`src/hdl/ttte_pkg.sv`:
```
// ----------------------------------------------------------------------------
// ttte_pkg
// Shared types and codes of the timer table tick engine.
// ----------------------------------------------------------------------------
package ttte_pkg;

  // table depth default
  localparam int unsigned MAX_ENTRIES_DEF = 16;

  // field widths
  localparam int unsigned OPCODE_W      = 2;
  localparam int unsigned HANDLE_W      = 8;
  localparam int unsigned TICKS_W       = 32;
  localparam int unsigned KIND_W        = 2;
  localparam int unsigned ENTRY_COUNT_W = 5;

  // command codes
  localparam logic [OPCODE_W-1:0] OP_TICK   = 2'd0;
  localparam logic [OPCODE_W-1:0] OP_ADD    = 2'd1;
  localparam logic [OPCODE_W-1:0] OP_REMOVE = 2'd2;
  localparam logic [OPCODE_W-1:0] OP_COUNT  = 2'd3;

  // result kinds
  localparam logic [KIND_W-1:0] KIND_STATUS = 2'd0;
  localparam logic [KIND_W-1:0] KIND_EXPIRY = 2'd1;
  localparam logic [KIND_W-1:0] KIND_DONE   = 2'd2;

  // one table entry
  typedef struct packed {
    logic [HANDLE_W-1:0] handle;
    logic [TICKS_W-1:0]  remaining;
    logic [TICKS_W-1:0]  reload;
    logic                periodic;
    logic                active;
    logic                notify;
  } entry_t;

  // per-cell control from the sequencer
  typedef struct packed {
    logic load;      // take the added entry
    logic shift;     // take the entry of the next cell up
    logic tick;      // count down this entry
    logic ev_shift;  // move the expiry flags one place down
  } cell_ctl_t;

  // latched request
  typedef struct packed {
    logic [OPCODE_W-1:0] opcode;
    logic [HANDLE_W-1:0] timer_handle;
    logic [TICKS_W-1:0]  start_count;
    logic [TICKS_W-1:0]  reload_period;
    logic                periodic;
    logic                active;
    logic                notify;
  } req_t;

  // one result
  typedef struct packed {
    logic [KIND_W-1:0]        kind;
    logic                     ok;
    logic [HANDLE_W-1:0]      expired_handle;
    logic [ENTRY_COUNT_W-1:0] entry_count;
    logic                     last;
  } res_t;

endpackage

```
`src/hdl/ttte_req_if.sv`:
```
// ----------------------------------------------------------------------------
// ttte_req_if
// Request channel of the timer table: valid/ready with the command payload.
// ----------------------------------------------------------------------------
interface ttte_req_if;
  logic                             valid;
  logic                             ready;
  logic [ttte_pkg::OPCODE_W-1:0]    opcode;
  logic [ttte_pkg::HANDLE_W-1:0]    timer_handle;
  logic [ttte_pkg::TICKS_W-1:0]     start_count;
  logic [ttte_pkg::TICKS_W-1:0]     reload_period;
  logic                             periodic;
  logic                             active;
  logic                             notify;

  modport source (
    output valid, opcode, timer_handle, start_count, reload_period,
           periodic, active, notify,
    input  ready
  );

  modport sink (
    input  valid, opcode, timer_handle, start_count, reload_period,
           periodic, active, notify,
    output ready
  );
endinterface

```
`src/hdl/ttte_res_if.sv`:
```
// ----------------------------------------------------------------------------
// ttte_res_if
// Result channel of the timer table: valid/ready with the result payload.
// ----------------------------------------------------------------------------
interface ttte_res_if;
  logic                                 valid;
  logic                                 ready;
  logic [ttte_pkg::KIND_W-1:0]          kind;
  logic                                 ok;
  logic [ttte_pkg::HANDLE_W-1:0]        expired_handle;
  logic [ttte_pkg::ENTRY_COUNT_W-1:0]   entry_count;
  logic                                 last;

  modport source (
    output valid, kind, ok, expired_handle, entry_count, last,
    input  ready
  );

  modport sink (
    input  valid, kind, ok, expired_handle, entry_count, last,
    output ready
  );
endinterface

```
`src/hdl/ttte_cell.sv`:
```
// ----------------------------------------------------------------------------
// ttte_cell
// One table slot: holds an entry, counts it down on a tick, and carries an
// expiry flag that moves down the row towards the output.
// ----------------------------------------------------------------------------
module ttte_cell (
  input  logic                          clk_i,
  input  logic                          rst_ni,
  input  ttte_pkg::cell_ctl_t           ctl_i,
  input  ttte_pkg::entry_t              add_i,
  input  ttte_pkg::entry_t              nbr_i,
  input  logic                          nbr_ev_i,
  input  logic [ttte_pkg::HANDLE_W-1:0] nbr_ev_handle_i,
  output ttte_pkg::entry_t              entry_o,
  output logic                          ev_o,
  output logic [ttte_pkg::HANDLE_W-1:0] ev_handle_o
);

  ttte_pkg::entry_t              entry_q, entry_d;
  logic                          ev_q, ev_d;
  logic [ttte_pkg::HANDLE_W-1:0] ev_handle_q, ev_handle_d;
  logic [ttte_pkg::TICKS_W-1:0]  dec;

  // count down, saturating at zero
  assign dec = (entry_q.remaining != '0) ? entry_q.remaining - 1'b1
                                         : entry_q.remaining;

  // next entry and expiry flag
  always_comb begin
    entry_d     = entry_q;
    ev_d        = ev_q;
    ev_handle_d = ev_handle_q;
    if (ctl_i.load) begin
      entry_d = add_i;
    end else if (ctl_i.shift) begin
      entry_d = nbr_i;
    end else if (ctl_i.tick) begin
      ev_d = 1'b0;
      if (entry_q.active) begin
        entry_d.remaining = dec;
        if (dec == '0) begin
          ev_d        = entry_q.notify;
          ev_handle_d = entry_q.handle;
          if (entry_q.periodic) begin
            entry_d.remaining = entry_q.reload;
          end else begin
            entry_d.active = 1'b0;
          end
        end
      end
    end
    if (ctl_i.ev_shift) begin
      ev_d        = nbr_ev_i;
      ev_handle_d = nbr_ev_handle_i;
    end
  end

  // entry payload
  always_ff @(posedge clk_i) begin
    entry_q     <= entry_d;
    ev_handle_q <= ev_handle_d;
  end

  // expiry flag
  always_ff @(posedge clk_i or negedge rst_ni) begin
    if (!rst_ni) begin
      ev_q <= 1'b0;
    end else begin
      ev_q <= ev_d;
    end
  end

  assign entry_o     = entry_q;
  assign ev_o        = ev_q;
  assign ev_handle_o = ev_handle_q;

endmodule

```
`src/hdl/timer_table_tick_engine.sv`:
```
// ----------------------------------------------------------------------------
// timer_table_tick_engine
// Ordered table of timer entries held in a row of cells, with add, remove,
// count and tick commands.
// ----------------------------------------------------------------------------
// The table is a row of MAX_ENTRIES cells, entry 0 at the bottom. One request
// is worked on at a time; the request port is ready whenever the previous
// request has handed its final result to the output register, which may still
// be waiting to be taken. Add, remove and count first latch the request; then,
// once the result slot is free, every cell acts at once (an add writes the
// slot at the fill count, a remove finds the first matching handle along the
// row and moves every later cell down one place). A tick counts the active
// entries of all filled cells down at once and flags those that expire with
// notify set; the flags then move down the row one place per cycle, unless an
// expiry at cell 0 waits for the result slot, and each one reaching cell 0 is
// sent as an expiry, followed by the done result.
module timer_table_tick_engine #(
  parameter int unsigned MAX_ENTRIES = ttte_pkg::MAX_ENTRIES_DEF
) (
  input  logic          clk_i,
  input  logic          rst_ni,
  ttte_req_if.sink      req_i,
  ttte_res_if.source    res_o
);

  localparam int unsigned CW = $clog2(MAX_ENTRIES + 1);

  localparam logic [1:0] ST_IDLE = 2'd0;
  localparam logic [1:0] ST_EXEC = 2'd1;
  localparam logic [1:0] ST_EMIT = 2'd2;

  logic [1:0]             state_q, state_d;
  logic [CW-1:0]          count_q, count_d;
  ttte_pkg::req_t         req_q;
  ttte_pkg::res_t         res_q, res_d;
  logic                   res_valid_q;
  logic                   res_load;
  logic                   res_free;
  logic                   req_fire;

  ttte_pkg::entry_t       add_entry;
  ttte_pkg::cell_ctl_t    ctl [MAX_ENTRIES];
  ttte_pkg::entry_t       entry [MAX_ENTRIES];
  ttte_pkg::entry_t       nbr [MAX_ENTRIES];
  logic [MAX_ENTRIES-1:0] ev;
  logic [MAX_ENTRIES-1:0] nbr_ev;
  logic [ttte_pkg::HANDLE_W-1:0] ev_handle [MAX_ENTRIES];
  logic [ttte_pkg::HANDLE_W-1:0] nbr_ev_handle [MAX_ENTRIES];
  logic [MAX_ENTRIES-1:0] valid;
  logic [MAX_ENTRIES-1:0] match;
  logic [MAX_ENTRIES:0]   seen;

  // request handshake
  assign req_i.ready = (state_q == ST_IDLE);
  assign req_fire    = req_i.valid && req_i.ready;

  always_ff @(posedge clk_i) begin
    if (req_fire) begin
      req_q.opcode        <= req_i.opcode;
      req_q.timer_handle  <= req_i.timer_handle;
      req_q.start_count   <= req_i.start_count;
      req_q.reload_period <= req_i.reload_period;
      req_q.periodic      <= req_i.periodic;
      req_q.active        <= req_i.active;
      req_q.notify        <= req_i.notify;
    end
  end

  // entry written by an add
  always_comb begin
    add_entry.handle    = req_q.timer_handle;
    add_entry.remaining = req_q.start_count;
    add_entry.reload    = req_q.reload_period;
    add_entry.periodic  = req_q.periodic;
    add_entry.active    = req_q.active;
    add_entry.notify    = req_q.notify;
  end

  // row of cells, each fed by the one above it
  assign seen[0] = 1'b0;
  for (genvar i = 0; i < MAX_ENTRIES; i++) begin : g_cell
    assign valid[i]   = (CW'(i) < count_q);
    assign match[i]   = valid[i] && (entry[i].handle == req_q.timer_handle);
    assign seen[i+1]  = seen[i] | match[i];

    if (i + 1 < MAX_ENTRIES) begin : g_nbr
      assign nbr[i]           = entry[i+1];
      assign nbr_ev[i]        = ev[i+1];
      assign nbr_ev_handle[i] = ev_handle[i+1];
    end else begin : g_top
      assign nbr[i]           = entry[i];
      assign nbr_ev[i]        = 1'b0;
      assign nbr_ev_handle[i] = '0;
    end

    ttte_cell u_cell (
      .clk_i           (clk_i),
      .rst_ni          (rst_ni),
      .ctl_i           (ctl[i]),
      .add_i           (add_entry),
      .nbr_i           (nbr[i]),
      .nbr_ev_i        (nbr_ev[i]),
      .nbr_ev_handle_i (nbr_ev_handle[i]),
      .entry_o         (entry[i]),
      .ev_o            (ev[i]),
      .ev_handle_o     (ev_handle[i])
    );
  end

  // result slot is free when empty or being taken
  assign res_free = !res_valid_q || res_o.ready;

  // sequencer
  always_comb begin
    state_d  = state_q;
    count_d  = count_q;
    res_load = 1'b0;
    res_d    = res_q;
    for (int i = 0; i < MAX_ENTRIES; i++) begin
      ctl[i] = '0;
    end

    case (state_q)
      ST_IDLE: begin
        if (req_fire) begin
          state_d = ST_EXEC;
        end
      end

      ST_EXEC: begin
        if (req_q.opcode == ttte_pkg::OP_TICK) begin
          for (int i = 0; i < MAX_ENTRIES; i++) begin
            ctl[i].tick = valid[i];
          end
          state_d = ST_EMIT;
        end else if (res_free) begin
          res_d.kind           = ttte_pkg::KIND_STATUS;
          res_d.ok             = 1'b1;
          res_d.expired_handle = '0;
          res_d.last           = 1'b1;
          case (req_q.opcode)
            ttte_pkg::OP_ADD: begin
              if (count_q < CW'(MAX_ENTRIES)) begin
                for (int i = 0; i < MAX_ENTRIES; i++) begin
                  ctl[i].load = (count_q == CW'(i));
                end
                count_d = count_q + 1'b1;
              end else begin
                res_d.ok = 1'b0;
              end
            end
            ttte_pkg::OP_REMOVE: begin
              if (seen[MAX_ENTRIES]) begin
                // first match is overwritten and everything above it moves down one place
                for (int i = 0; i < MAX_ENTRIES; i++) begin
                  ctl[i].shift = valid[i] && seen[i+1];
                end
                count_d = count_q - 1'b1;
              end else begin
                res_d.ok = 1'b0;
              end
            end
            default: begin
            end
          endcase
          res_d.entry_count = ttte_pkg::ENTRY_COUNT_W'(count_d);
          res_load          = 1'b1;
          state_d           = ST_IDLE;
        end
      end

      ST_EMIT: begin
        res_d.ok          = 1'b1;
        res_d.entry_count = ttte_pkg::ENTRY_COUNT_W'(count_q);
        if (ev[0]) begin
          // expiry at the bottom of the row goes out, then the flags move down
          if (res_free) begin
            res_d.kind           = ttte_pkg::KIND_EXPIRY;
            res_d.expired_handle = ev_handle[0];
            res_d.last           = 1'b0;
            res_load             = 1'b1;
            for (int i = 0; i < MAX_ENTRIES; i++) begin
              ctl[i].ev_shift = 1'b1;
            end
          end
        end else if (|ev) begin
          for (int i = 0; i < MAX_ENTRIES; i++) begin
            ctl[i].ev_shift = 1'b1;
          end
        end else if (res_free) begin
          res_d.kind           = ttte_pkg::KIND_DONE;
          res_d.expired_handle = '0;
          res_d.last           = 1'b1;
          res_load             = 1'b1;
          state_d              = ST_IDLE;
        end
      end

      default: begin
        state_d = ST_IDLE;
      end
    endcase
  end

  // control state
  always_ff @(posedge clk_i or negedge rst_ni) begin
    if (!rst_ni) begin
      state_q     <= ST_IDLE;
      count_q     <= '0;
      res_valid_q <= 1'b0;
    end else begin
      state_q <= state_d;
      count_q <= count_d;
      if (res_load) begin
        res_valid_q <= 1'b1;
      end else if (res_o.ready) begin
        res_valid_q <= 1'b0;
      end
    end
  end

  // result register
  always_ff @(posedge clk_i) begin
    if (res_load) begin
      res_q <= res_d;
    end
  end

  assign res_o.valid          = res_valid_q;
  assign res_o.kind           = res_q.kind;
  assign res_o.ok             = res_q.ok;
  assign res_o.expired_handle = res_q.expired_handle;
  assign res_o.entry_count    = res_q.entry_count;
  assign res_o.last           = res_q.last;

endmodule
```
`src/flat_wrapper.sv`:
```
// flat-port wrapper written by rule: the top's interface ports become plain ports
module timer_table_tick_engine_flat 
#(
  parameter int unsigned MAX_ENTRIES = ttte_pkg::MAX_ENTRIES_DEF
)
  (clk_i, rst_ni, req_i_valid, req_i_opcode, req_i_timer_handle, req_i_start_count, req_i_reload_period, req_i_periodic, req_i_active, req_i_notify, req_i_ready, res_o_valid, res_o_kind, res_o_ok, res_o_expired_handle, res_o_entry_count, res_o_last, res_o_ready);
  ttte_req_if req_i_i ();
  ttte_res_if res_o_i ();
  input  logic clk_i;
  input  logic rst_ni;
  input wire logic [$bits(req_i_i.valid)-1:0] req_i_valid;
  input wire logic [$bits(req_i_i.opcode)-1:0] req_i_opcode;
  input wire logic [$bits(req_i_i.timer_handle)-1:0] req_i_timer_handle;
  input wire logic [$bits(req_i_i.start_count)-1:0] req_i_start_count;
  input wire logic [$bits(req_i_i.reload_period)-1:0] req_i_reload_period;
  input wire logic [$bits(req_i_i.periodic)-1:0] req_i_periodic;
  input wire logic [$bits(req_i_i.active)-1:0] req_i_active;
  input wire logic [$bits(req_i_i.notify)-1:0] req_i_notify;
  output wire logic [$bits(req_i_i.ready)-1:0] req_i_ready;
  output wire logic [$bits(res_o_i.valid)-1:0] res_o_valid;
  output wire logic [$bits(res_o_i.kind)-1:0] res_o_kind;
  output wire logic [$bits(res_o_i.ok)-1:0] res_o_ok;
  output wire logic [$bits(res_o_i.expired_handle)-1:0] res_o_expired_handle;
  output wire logic [$bits(res_o_i.entry_count)-1:0] res_o_entry_count;
  output wire logic [$bits(res_o_i.last)-1:0] res_o_last;
  input wire logic [$bits(res_o_i.ready)-1:0] res_o_ready;
  assign req_i_i.valid = req_i_valid;
  assign req_i_i.opcode = req_i_opcode;
  assign req_i_i.timer_handle = req_i_timer_handle;
  assign req_i_i.start_count = req_i_start_count;
  assign req_i_i.reload_period = req_i_reload_period;
  assign req_i_i.periodic = req_i_periodic;
  assign req_i_i.active = req_i_active;
  assign req_i_i.notify = req_i_notify;
  assign req_i_ready = req_i_i.ready;
  assign res_o_valid = res_o_i.valid;
  assign res_o_kind = res_o_i.kind;
  assign res_o_ok = res_o_i.ok;
  assign res_o_expired_handle = res_o_i.expired_handle;
  assign res_o_entry_count = res_o_i.entry_count;
  assign res_o_last = res_o_i.last;
  assign res_o_i.ready = res_o_ready;
  timer_table_tick_engine #(.MAX_ENTRIES(MAX_ENTRIES)) u_core (.clk_i(clk_i), .rst_ni(rst_ni), .req_i(req_i_i), .res_o(res_o_i));
endmodule
```
`config.mk`:
```
export PLATFORM = sky130hd
export DESIGN_NAME = timer_table_tick_engine_flat
export DESIGN_NICKNAME = d
export VERILOG_FILES = /design/src/hdl/ttte_pkg.sv /design/src/hdl/ttte_req_if.sv /design/src/hdl/ttte_res_if.sv /design/src/hdl/ttte_cell.sv /design/src/hdl/timer_table_tick_engine.sv /design/src/flat_wrapper.sv
export SDC_FILE = /design/constraint.sdc
export NUM_CORES = 2
export LEC_CHECK = 0
export ABC_AREA = 1
export BUFFER_PORTS_ARGS = -buffer_cell sky130_fd_sc_hd__buf_4
export CORE_MARGIN = 2
export CORE_UTILIZATION = 33
export CTS_CLUSTER_DIAMETER = 30
export DETAILED_ROUTE_END_ITERATION = 6
export PLACE_DENSITY = 0.44
export SYNTH_ARGS = -nofsm -noshare
export SYNTH_HDL_FRONTEND = slang
export SYNTH_HIERARCHICAL = 1
export SYNTH_SLANG_ARGS = --single-unit
```
`constraint.sdc`:
```
create_clock -name clk_i -period 12.6 [get_ports clk_i]
set_input_delay 1.26 -clock clk_i [delete_from_list [all_inputs] [get_ports clk_i]]
set_output_delay 1.26 -clock clk_i [all_outputs]
set_load 0.01 [all_outputs]
```
# After elaboration in Yosys (flattened, before gate mapping)
# Cells that the tools add are included.
[totals]
reg_bits = 1446
output_inout_bits = 19
[op_classes]
add_sub_neg = 18
order_cmp = 17
n_eq_ne = 75
muxes = 588
bitwise = 18
n_reduce_logical = 219
[op_table]
columns = ["operator", "n"]
rows = [
  ["$mux 32", 96],
  ["$mux 75", 15],
  ["$mux 8", 109],
  ["$logic_not 32->1", 16],
  ["$reduce_bool 32->1", 16],
  ["$sub 32x1->32 const B", 16],
  ["$mux 33", 15],
  ["$mux 1", 286],
  ["$reduce_bool 2->1", 65],
  ["$eq 8x8->1", 16],
  ["$reduce_bool 3->1", 30],
  ["$mux 2", 41],
  ["$reduce_and 5->1", 16],
  ["$ne 2x2->1 const B", 36],
  ["$mux 67", 1],
  ["$reduce_and 3->1", 19],
  ["$mux 3", 16],
  ["$eq 5x4->1 const B", 8],
  ["$lt 4x5->1 const A", 8],
  ["$mux 17", 2],
  ["$pmux 17 s2", 1],
  ["$logic_and 1x1->1", 33],
  ["$reduce_and 2->1", 16],
  ["$eq 5x3->1 const B", 4],
  ["25 further kinds", 54],
]

# Depth between registers and ports, before layout
[logic_depth]
depth_word = 27
ltp_mapped = 23

# Hierarchy
# The synthesis kept the hierarchy.
[by_module_without_submodules]
columns = ["mod", "n_inst", "cells_per_inst", "area_per_inst_um2", "seq_area_each_um2"]
rows = [
  ["ttte_cell at u_core.g_cell[13].u_cell ...", 8, 814, 5744.3, 2517.4],
  ["ttte_cell at u_core.g_cell[0].u_cell ...", 4, 825, 5780.5, 2517.4],
  ["ttte_cell at u_core.g_cell[7].u_cell ...", 3, 808, 5680.4, 2517.4],
  ["timer_table_tick_engine", 1, 693, 6348.6, 3022.9],
  ["ttte_cell at u_core.g_cell[6].u_cell", 1, 811, 5701.7, 2517.4],
]

# Worst setup path before layout
# Ideal clock, no wire load.
[synth_timing]
path_type = "flip-flop to flip-flop"
from = "reg u_core.req_q, in the netlist u_core/add_entry[71]"
to = "reg u_core.g_cell[15].u_cell.entry_q, in the netlist u_core/g_cell[15].u_cell/entry_o[35] (enable)"
t_arrival_ps = 4003
setup_slack_ps = 7939
stages_incl_launch_ff = 19
path_buffers = 2
cell_sequence = "edfxtp_1 buf_4 inv_1 or2_2 nand3_1 nor2_1 nand2_1 inv_2 nor2_2 nand4_2 nor2_2 nand4_2 nor2_4 nand4_4 nand2_1 nor2_1 nor2_1 clkbuf_1 o21ai_0"
[synth_rtl]
columns = ["element", "line_no", "rtl"]
rows = [
  ["from (decl)", "timer_table_tick_engine.sv:34", "ttte_pkg::req_t req_q;"],
  ["to (signal assigned)", "ttte_cell.sv:60", "entry_q <= entry_d;"],
  ["to (decl)", "ttte_cell.sv:19", "ttte_pkg::entry_t entry_q, entry_d;"],
]

==> summary.txt <==
Yosys
  – Cell area after synthesis: roughly 100000 µm²
  – Largest cells by area after synthesis: edfxtp_1, nand2_1, nor2_1
  – Synth Flop Type: edfxtp_1
  – Biggest area consumer among synthesized cells: edfxtp_1
  – Async SR Flop Fraction: 0.01660
  – Yosys reg bits: 1446
  – Sequential share of the synthesized area: 0.4411
  – Synth cell types: 50
  – Syn Inst Count: approximately 14k
  – Synth Area per Inst: approximately 7.1 µm²
  – Post-synth EDFFs: 1422
  – YS warnings: 6
  – Post-synth top area share: 0.4350

Die
  – Effective utilization at floorplan: 0.3311
  – Die area: 301900 µm²
  – Site row count: 200
  – Chip Height: around 550 µm
  – Die X: ~550 µm
  – Placeable Area: just under 300000 µm²
  – IO Pins: 100

GRT
  – First-pass GRT wire length: 710.5 mm
  – Gr usage total: 0.3303
  – Vias in the first global route: about 93k
  – Initial antenna violation count: 31
  – Largest net degree at the start of global routing: 85
  – Global route overflow: 0

Setup path
  – CP bufs+invs: 5
  – Slowest cell on crit path: nor2_4
  – Critical path's top delay family: simple AND/OR/NAND/NOR gates
  – WP data arrival: between 6000 and 7000 ps
  – Critical path startpoint category: flop
  – Most used cell, CP: nand2_1
  – Critical Path End Type: flop
  – R2r setup slk: 6790 ps
  – CP max stage delay: between 900 and 1000 ps
  – CP cell instances: buf_4 -> inv_1 -> nand2_1 -> nand2_1 -> nand2_1 -> nor2_1 -> nand3_2 -> nand4_1 -> nor2_2 -> nand4_2 -> nor2_2 -> nand4_2 -> nor2_4 -> nand4_4 -> nand2_1 -> nor2_1 -> nor2_4 -> inv_2 -> buf_4 -> nor2_1 -> nand3_1 -> nand2_1 -> inv_1
  – Reg2Reg Capture Point: u_core/g_cell[15].u_cell/entry_o[1]
  – CP required: 13290 ps
  – Worst Reg-to-Reg Cells: 23
  – Reg2reg start: u_core/add_entry[70]
  – Crit Path Class: reg -> reg
  – Highest net fanout along the worst path: 37

Pwr
  – LEAKAGE: slightly above 50 nW
  – VDD IR max: 133.6 µV
  – Internal power: between 0.01 and 0.015 W
  – Switching Power: 0.006628 W
  – Power density over cell area: between 150 and 200 nW/µm²
  – Clock power share: 0.544
  – Reg power frac: 0.299
  – Switching Fraction: 0.3178
  – Comb power frac: 0.156

CTS
  – Worst-path clk slew: around 50 ps
  – CTS buffer count: 438
  – CTS tree: built
  – # Post-CTS Setup Buffers: 0
  – Post-CTS Resized: 0
  – Clock Latency Late Sink: around 960 ps
  – CTS Hold Bufs: 0
  – H-tree levels: 5
  – Root Driver: clkbuf_16
  – Clock sink total: around 1.4k
  – Clock Path Buffers: 4

Place
  – Post-DP HPWL: about 360 mm
  – Final GP Congestion: 0.9410
  – Dpl cells: 17.43k
  – Port buffer count: 99

Run status
  – Failing checks: antenna violations, design-rule violations
  – Status: complete, but fails checks

Timing
  – Final setup vio count: 0
  – RSZ-0062 raised after global routing: false
  – Clock Skews: about 60 ps
  – Final min period: around 5800 ps
  – Setup TNS: 0 ps
  – Final hold violations: 0
  – Max Slew Vio Count: 0
  – Slew at the pin closest to its max-slew limit: ~1400 ps
  – Relative max-transition margin: 0.09313
  – FMAX: between 150 and 200 MHz
  – Tcrit/Tclk final: 0.4614

Layout
  – Layout area overhead: 20.24%
  – Share of layout cells above drive strength 1: 0.1069
  – Most frequent cells in the layout: nand2_1, edfxtp_1, nor2_1, inv_1, o21ai_0
  – Register area: ~43000 µm²
  – FILL cells: 31.05k
  – Final nets: 14.04k
  – Commonest non-fill, non-tap cell in the layout: nand2_1
  – Multi-input gate area: 49230 µm²
  – Final Non-Filler Cells: 18.28k

Routing
  – Routed Antenna Nets: 1
  – Wire per inst: 28.20 µm
  – Residual DRC count: 22
  – Post-Route WL: a little over 500 mm
  – Vias/cell: 5.387
  – DRT Pass-1 Iters: 7
  – Met2 WL: 244.0 mm
  – Vias: around 100k
  – Met3 wire length: roughly 38 mm
  – Initial drt markers: between 10k and 15k
  – Metal-1 WL: about 200 mm
  – Top sig layer: met5

Hold path
  – Min-delay worst type: in -> async

Flow run
  – Max-Cap Viols: 0
[power groups by stage]
stage          Clock (W)  Sequential, W  Combinational, W
6_report          0.0114        0.00624           0.00326
5_1_grt           0.0117        0.00625           0.00339
4_1_cts           0.0114        0.00623           0.00320
3_5_place_dp           0        0.00631           0.00318
3_3_place_gp           0        0.00631           0.00319
2_1_floorplan          0        0.00618           0.00139
[kinds of logic after synthesis]
group | after synthesis | synth area share
XOR/XNOR | 288 | 0.02569
buffers and inverters | 1368 | 0.06077
AND/OR/NAND/NOR | 9205 | 0.3824
flip-flops | 1446 | 0.4411
other | 1 | 0.00003820
adder cells (fa/ha/maj) | 29 | 0.003696
AO/OA/AOI/OAI | 1403 | 0.08633
[cell type report]
cell class | instances | area share
inverter | 815 | 0.02621
clock inverter | 329 | 0.03341
antenna | 30 | 0.0006360
multi-input combinational | 10930 | 0.4171
clock buffer | 492 | 0.09520
sequential | 1446 | 0.3669
timing repair buffer | 293 | 0.01883
tap | 3939 | 0.04176
[synthesized netlist by cell type (27+ instances only)]
library cell	instances
nand2_1	6834
edfxtp_1	1422
nor2_1	1373
inv_1	745
o21ai_0	692
a22oi_1	512
clkbuf_1	386
nand4_1	226
nand3_1	212
nand2_2	164
xnor2_1	159
xor2_1	129
nor2_2	105
buf_6	95
o21ai_1	79
nor3_1	71
a21oi_1	64
nor2_4	50
buf_1	38
and2_1	33
clkinv_1	33
ha_1	29
o21ai_2	27
[how the worst max path moves through the flow]
stage	slack, ps	endpoint	cells past startpoint	start
floorplan	7940	u_core/g_cell[15].u_cell/entry_o[35]	18	u_core/add_entry[71]
global placement	6880	u_core/g_cell[15].u_cell/entry_o[1]	23	u_core/add_entry[70]
detailed placement	6880	u_core/g_cell[15].u_cell/entry_o[1]	23	u_core/add_entry[70]
CTS	6860	u_core/g_cell[15].u_cell/entry_o[1]	23	u_core/add_entry[70]
global route	6390	u_core/g_cell[15].u_cell/entry_o[1]	23	u_core/add_entry[70]
finish	6790	u_core/g_cell[15].u_cell/entry_o[1]	23	u_core/add_entry[70]
[sequential cells by signal (all words and copies together) (netlist names)]
name	count
u_core/g_cell.u_cell/entry_o	1200
u_core/count_q	5
u_core/state_q	2
u_core/req_q	2
u_core/g_cell.u_cell/ev_o	16
u_core/g_cell.u_cell/ev_handle_o	128
u_core/res_o.last	1
u_core/add_entry	75
u_core/res_o.kind	2
u_core/res_o.expired_handle	8
u_core/res_o.ok	1
u_core/res_o.entry_count	5
u_core/res_o.valid	1
[per-layer routing]
layer  vias up  GRT usage
met5         -          0
met4         4     0.2116
met1     47230     0.4048
li1      45100          -
met3      1165    0.04894
met2      4969     0.5430
[metrics by stage]
step                power, W    util  area, µm²  setup WS, ps  hold slack [ps]
floorplan           0.007568       -      98200          7939            490.7
global placement    0.009506  0.3464     102700          6881            506.8
finish               0.02085  0.3980     118000          6786            422.2
CTS                  0.02088  0.3977     117900          6861            401.3
global route         0.02136  0.3978     118000          6388            410.7
detailed placement  0.009491  0.3465     102800          6882            499.8
(Power assumes the default switching activity.)
